===== src/design/pngf_pkg.sv =====
// Shared types, constants and predictor functions for the PNG row filter encoder.
// No dependencies; imported by the top level and the scorer.
`default_nettype none

package pngf_pkg;

   localparam int MAX_ROW_BYTES = 4096;
   localparam int ADDR_W        = $clog2(MAX_ROW_BYTES);
   localparam int LEN_W         = $clog2(MAX_ROW_BYTES + 1);

   localparam int ROW_LEN_W  = 13;
   localparam int BPP_W      = 4;
   localparam int FMODE_W    = 3;
   localparam int CSR_DATA_W = 13;
   localparam int CSR_IDX_W  = 2;
   localparam int MAX_BPP    = 8;

   localparam int SHORT_ROW_BYTES = 192;
   localparam int SAMPLE_BYTES    = 64;
   localparam int REM_W           = $clog2(SHORT_ROW_BYTES + 1);
   localparam int SCORE_W         = 16;
   localparam int NUM_FILTERS     = 5;

   // request modes
   localparam logic [1:0] MODE_START = 2'd0;
   localparam logic [1:0] MODE_LOAD  = 2'd1;
   localparam logic [1:0] MODE_READ  = 2'd2;

   // response status
   localparam logic [1:0] STAT_NODATA = 2'd0;
   localparam logic [1:0] STAT_DATA   = 2'd1;
   localparam logic [1:0] STAT_REJECT = 2'd2;

   // filter types
   localparam logic [FMODE_W-1:0] FILT_NONE     = 3'd0;
   localparam logic [FMODE_W-1:0] FILT_SUB      = 3'd1;
   localparam logic [FMODE_W-1:0] FILT_UP       = 3'd2;
   localparam logic [FMODE_W-1:0] FILT_AVG      = 3'd3;
   localparam logic [FMODE_W-1:0] FILT_PAETH    = 3'd4;
   localparam logic [FMODE_W-1:0] FILT_ADAPTIVE = 3'd5;

   // register indexes
   localparam logic [CSR_IDX_W-1:0] REG_ROW_LENGTH = 2'd0;
   localparam logic [CSR_IDX_W-1:0] REG_BPP        = 2'd1;
   localparam logic [CSR_IDX_W-1:0] REG_FMODE      = 2'd2;

   // one byte with its masked neighbors
   typedef struct packed {
      logic [7:0] x;
      logic [7:0] l;
      logic [7:0] u;
      logic [7:0] ul;
   } pix_type;

   typedef struct packed {
      logic              valid;
      logic [ADDR_W-1:0] idx;
   } rd_req_type;

   typedef struct packed {
      logic               done;
      logic [FMODE_W-1:0] choice;
   } score_res_type;

   function automatic logic [7:0] pngf_predict(input logic [FMODE_W-1:0] kind,
                                               input pix_type p);
      logic signed [10:0] da;
      logic signed [10:0] db;
      logic signed [10:0] dc;
      logic [9:0]         pa;
      logic [9:0]         pb;
      logic [9:0]         pc;
      logic [8:0]         sum;
      logic [7:0]         res;
      begin
         // pa = |est - l|, pb = |est - u|, pc = |est - ul|
         da  = $signed({3'b000, p.u}) - $signed({3'b000, p.ul});
         db  = $signed({3'b000, p.l}) - $signed({3'b000, p.ul});
         dc  = da + db;
         pa  = da[10] ? 10'(-da) : 10'(da);
         pb  = db[10] ? 10'(-db) : 10'(db);
         pc  = dc[10] ? 10'(-dc) : 10'(dc);
         sum = {1'b0, p.l} + {1'b0, p.u};
         case (kind)
            FILT_SUB:   res = p.l;
            FILT_UP:    res = p.u;
            FILT_AVG:   res = sum[8:1];
            FILT_PAETH: begin
               if (pa <= pb && pa <= pc) begin
                  res = p.l;
               end else if (pb <= pc) begin
                  res = p.u;
               end else begin
                  res = p.ul;
               end
            end
            default:    res = 8'd0;
         endcase
         return res;
      end
   endfunction

   // magnitude of the residual read as a signed byte
   function automatic logic [7:0] pngf_resid_mag(input logic [7:0] x, input logic [7:0] pred);
      logic [7:0] r;
      begin
         r = x - pred;
         return r[7] ? 8'(~r + 8'd1) : r;
      end
   endfunction

endpackage

`default_nettype wire


===== src/design/pngf_scorer.sv =====
// Adaptive filter scorer: walks all or sampled bytes of a row, sums residual magnitudes.
// Depends on pngf_pkg; reads the row buffers through the top level.
`default_nettype none

module pngf_scorer
   import pngf_pkg::*;
(
   input  wire logic             clock,
   input  wire logic             reset,
   input  wire logic             start,
   input  wire logic [LEN_W-1:0] emit_len,
   input  wire pix_type          pix,
   input  wire logic             pix_valid,
   output rd_req_type            rd_req,
   output score_res_type         res
);

   typedef enum logic [1:0] {SC_IDLE, SC_ISSUE, SC_DRAIN} sc_state_type;
   typedef enum logic [1:0] {SEG_HEAD, SEG_MID, SEG_TAIL} seg_type;

   sc_state_type      state_ff, state_in;
   seg_type           seg_ff, seg_in;
   logic [ADDR_W-1:0] idx_ff, idx_in;
   logic [REM_W-1:0]  rem_ff, rem_in;
   logic              mag_vld_ff;
   logic [7:0]        mag_ff   [NUM_FILTERS];
   logic [SCORE_W-1:0] score_ff [NUM_FILTERS];

   logic              is_short;
   logic [ADDR_W-1:0] mid_start;
   logic [ADDR_W-1:0] tail_start;
   logic              done;
   logic [FMODE_W-1:0] win;

   assign is_short   = 32'(emit_len) <= SHORT_ROW_BYTES;
   assign mid_start  = ADDR_W'((32'(emit_len) - SAMPLE_BYTES) >> 1);
   assign tail_start = ADDR_W'(32'(emit_len) - SAMPLE_BYTES);
   assign done       = (state_ff == SC_DRAIN) && !pix_valid && !mag_vld_ff;

   always_comb begin
      state_in = state_ff;
      seg_in   = seg_ff;
      idx_in   = idx_ff;
      rem_in   = rem_ff;
      unique case (state_ff)
         SC_IDLE: begin
            if (start) begin
               state_in = SC_ISSUE;
               idx_in   = '0;
               seg_in   = is_short ? SEG_TAIL : SEG_HEAD;
               rem_in   = is_short ? REM_W'(emit_len) : REM_W'(SAMPLE_BYTES);
            end
         end
         SC_ISSUE: begin
            if (rem_ff == REM_W'(1)) begin
               unique case (seg_ff)
                  SEG_HEAD: begin
                     seg_in = SEG_MID;
                     idx_in = mid_start;
                     rem_in = REM_W'(SAMPLE_BYTES);
                  end
                  SEG_MID: begin
                     seg_in = SEG_TAIL;
                     idx_in = tail_start;
                     rem_in = REM_W'(SAMPLE_BYTES);
                  end
                  default: state_in = SC_DRAIN;
               endcase
            end else begin
               idx_in = idx_ff + ADDR_W'(1);
               rem_in = rem_ff - REM_W'(1);
            end
         end
         SC_DRAIN: begin
            if (done) begin
               state_in = SC_IDLE;
            end
         end
         default: state_in = SC_IDLE;
      endcase
   end

   // lowest score wins, ties to the lower filter
   always_comb begin
      win = FILT_NONE;
      for (int k = 1; k < NUM_FILTERS; k++) begin
         if (score_ff[k] < score_ff[win]) begin
            win = FMODE_W'(k);
         end
      end
   end

   always_ff @(posedge clock) begin
      if (reset) begin
         state_ff   <= SC_IDLE;
         mag_vld_ff <= 1'b0;
      end else begin
         state_ff   <= state_in;
         mag_vld_ff <= pix_valid;
      end
      seg_ff <= seg_in;
      idx_ff <= idx_in;
      rem_ff <= rem_in;
      if (pix_valid) begin
         for (int k = 0; k < NUM_FILTERS; k++) begin
            mag_ff[k] <= pngf_resid_mag(pix.x, pngf_predict(FMODE_W'(k), pix));
         end
      end
      for (int k = 0; k < NUM_FILTERS; k++) begin
         if (start) begin
            score_ff[k] <= '0;
         end else if (mag_vld_ff) begin
            score_ff[k] <= score_ff[k] + SCORE_W'(mag_ff[k]);
         end
      end
   end

   assign rd_req.valid = (state_ff == SC_ISSUE);
   assign rd_req.idx   = idx_ff;
   assign res.done     = done;
   assign res.choice   = win;

endmodule

`default_nettype wire

===== config.mk =====
export PLATFORM = sky130hd
export DESIGN_NAME = pngf_scorer
export DESIGN_NICKNAME = d
export VERILOG_FILES = /design/src/design/pngf_pkg.sv /design/src/design/pngf_scorer.sv
export SDC_FILE = /design/constraint.sdc
export NUM_CORES = 1
export LEC_CHECK = 0
export BUFFER_PORTS_ARGS = -buffer_cell sky130_fd_sc_hd__buf_2
export CAP_MARGIN = 5
export CORE_UTILIZATION = 42
export CTS_CLUSTER_SIZE = 16
export DETAILED_ROUTE_END_ITERATION = 12
export HOLD_SLACK_MARGIN = 0.03
export PLACE_DENSITY = 0.62
export SETUP_SLACK_MARGIN = 0.5
export SYNTH_ARGS = -nofsm -noshare
export SYNTH_HDL_FRONTEND = slang
export SYNTH_SLANG_ARGS = --single-unit

===== constraint.sdc =====
create_clock -name clock -period 28.9 [get_ports clock]
set_clock_uncertainty 0.05 [all_clocks]
set_input_delay 5.78 -clock clock [delete_from_list [all_inputs] [get_ports clock]]
set_output_delay 5.78 -clock clock [all_outputs]
set_load 0.01 [all_outputs]

==> metrics.md <==
| Metric | Value |
|---|---|
| Worst reg-to-reg setup slack | 25.71 ns |
| Mapped Area | 0.0146 mm^2 |
| Largest net degree at the start of global routing | 66 |
| Post-layout min period | 15.22 ns |
| Synth unique cells | 78 |
| Final Total Pwr | 1.15 mW |
| Pwr per Cell Area | 72.3 mW/mm^2 |
| Total gr overflow | 0 |
| Number of I/O pins | 66 |
| Arrival time worst endpoint | 9.39 ns |
| Status | complete, no violations |
| Overall routing resource usage | 19.5% |
| CTS root buf | clkbuf_16 |
| Final Net Count | 1926 |
| Final wirelength | 34400 um |
| Clock tree buffer depth | 2 |
| Worst path most repeated cell | a21o_1 |
| Fraction of layout cells with a size suffix above 1 | 7.33% |
| Number of global-route vias before repair | 11100 |
| Synth warn | 0 |
| Drt pass-1 iters | 5 |
| DR vias | 11700 |
| Worst r2r src | score_ff[2][0]$_SDFFCE_PN0P_ |
| CTS tree | yes |
| Fmax | 65.7 MHz |
| DRT antenna net count | 0 |
| R2r worst-path depth | 11 |
| FP Rows | 67 |
| Post-CTS sizing | 0 |
| Worst-skew pair later-pin latency | 0.43 ns |
| Post-route setup TNS | 0 ns |
| Total CTS buffers | 17 |
| WP data required | 23.07 ns |
| Primary FF master, synth | edfxtp_1 |
| Peak supply drop | 0.0511 mV |
| Worst rel slew slack | 18.4% |
| Most common cell after layout, fill and taps aside | ha_1 |
| Number of antenna violations at the first check in global routing | 0 |
| Avg Cell Area, Syn | 9.04 um^2 |
| CP max stage delay | 0.98 ns |
| Starting DRC count in detailed routing | 614 |
| Cell Count, Final, Fillers Out | 2125 |
| H-tree levels | 4 |
| Clock sinks | 145 |
| Worst Tran Pin Value | 1.22 ns |
| Detailed Place HPWL | 27100 um |
| Post-CTS Setup Bufs | 0 |
| Hold Vio Cnt, Final | 0 |
| Critical path's slowest cell | o311ai_4 |
| Mapped Cells | 1612 |
| Area growth syn-to-layout | 9.27% |
| Finished Core Util | 47.0% |
| Crit end category | primary output |
| Vias/cell | 5.51 |
| Lkg Pwr | 7.02 nW |
| Die Ht | 188 um |
| Die width | 188 um |
| Final period util | 52.7% |
| Ys async rst share | 0% |
| Max-Cap Viols | 0 |
| Initial Util | 43.0% |
| Setup crit end | res[2] |
| Cell total after placement | 2093 |
| Final hold slack | 0.586 ns |
| Slew Limit Fails | 0 |
| Drt wl/cell | 16.2 um |
| DRC viols | 0 |
| Antenna cell count | 0 |
| CP Launch Point | score_ff[1][7]$_SDFFCE_PN0P_ |
| Die area | 0.0355 mm^2 |
| Sequential area share after synthesis | 29.7% |
| Core area | 0.0339 mm^2 |
| Port-buffer cells | 65 |
| Post-synth EDFFs | 142 |
| Hold_buf cts | 0 |
| Hold Crit Class | reg -> reg |
| Final setup vio count | 0 |
| Clock-pin slew on the worst setup and hold paths | 0.07 ns |
| Commonest non-fill, non-tap cells in the layout | ha_1, inv_1, edfxtp_1 |
| Flops & latches, synth | 145 |
| Placer Congestion | 0.888 |
| Worst-path maximum fanout | 19 |
| Crit Path Class | reg -> out |
| First-pass GRT wire length | 55800 um |
| RSZ-0062 raised after global routing | no |
| Critical Path Start Type | flop |
| Reg-to-Reg End | score_ff[2][10]$_SDFFCE_PN0P_ |
-- critical path, delay by kind of cell, from the launching register on --
family	cells	cell delay (ns)
AOI/OAI and AO/OA	20	5.37
adders and majority gates	4	1.34
buffers and inverters	2	0.22
DFF	1	0.43
muxes	3	0.83
and+or+nand+nor	4	0.75
-- power breakdown --
part           internal (mW)  total [mW]  switching (mW)  leakage (nW)
clock                  0.128       0.223          0.0954         0.275
sequential             0.279       0.303          0.0243          1.50
combinational          0.269       0.625           0.356          5.24
total                  0.675        1.15           0.476          7.02
-- per-layer routing --
metal	vias to the layer above	track usage (%)	part of all wire, %
met5	-	0	0
met4	0	5.75	1.9
met3	46	2.44	3.4
met2	239	31.2	45
met1	5474	27.5	50
li1	5948	-	-
-- area by class of cell --
cell class	count	area [um^2]
clock buffer	17	425
multi-input combinational	1257	9450
timing repair buffer	69	355
inverter	174	653
fill	3285	17900
sequential	145	4320
tap	448	561
clock inverter	15	156
-- cell usage after synthesis (17+ instances only) --
master      n  area (um^2)
nor3_1     46          230
inv_1     174          653
nor2_1    109          409
nand2_1   119          447
xnor2_1    89          780
nor2b_1    19          119
nand2b_1   27          169
nand3_1    30          150
a21o_1     56          420
mux2i_1    70          701
clkbuf_1   26         97.6
o21ai_0    63          315
a211oi_1   17          128
nand4_1    20          125
a21oi_1   120          601
and3_1     32          200
xor2_1     38          333
edfxtp_1  142         4260
ha_1      200         2500
o21bai_1   18          135
-- stage by stage --
| step | instance area, um^2 | setup slack (ns) |
|---|---|---|
| 2_1_floorplan | 14600 | 15.65 |
| 3_3_place_gp | 15300 | 14.35 |
| 3_5_place_dp | 15300 | 14.15 |
| 4_1_cts | 15900 | 13.67 |
| 5_1_grt | 15900 | 13.01 |
| 6_report | 15900 | 13.68 |
-- cell families after synthesis --
group / share of synthesized area (%)
other: 0.0515
XOR/XNOR: 7.63
AND/OR/NAND/NOR: 15.2
multiplexers: 5.14
adder cells (fa/ha/maj): 19.0
flip-flops: 29.7
buffers and inverters: 5.79
AO/OA/AOI/OAI: 17.6
-- sequential cells by signal (all words and copies together) (netlist names) --
signal and count:
score_ff 80, rem_ff 8, seg_ff 2, state_ff 2
idx_ff 12, mag_ff 40, mag_vld_ff 1
-- worst min path at each step --
stage | cells after the start | slack (ns) | from | to
final | 2 | 0.59 | mag_ff[0][32]$_DFFE_PP_ | score_ff[4][0]$_SDFFCE_PN0P_
after global routing | 2 | 0.64 | mag_ff[0][0]$_DFFE_PP_ | score_ff[0][0]$_SDFFCE_PN0P_
after CTS | 2 | 0.59 | mag_ff[0][32]$_DFFE_PP_ | score_ff[4][0]$_SDFFCE_PN0P_
after detailed placement | 2 | 0.58 | mag_ff[0][32]$_DFFE_PP_ | score_ff[4][0]$_SDFFCE_PN0P_
after global placement | 2 | 0.57 | mag_ff[0][0]$_DFFE_PP_ | score_ff[0][0]$_SDFFCE_PN0P_
after floorplan | 3 | 0.56 | state_ff[0]$_SDFFE_PP0P_ | state_ff[1]$_SDFFE_PP0P_
(Power assumes the default switching activity.)
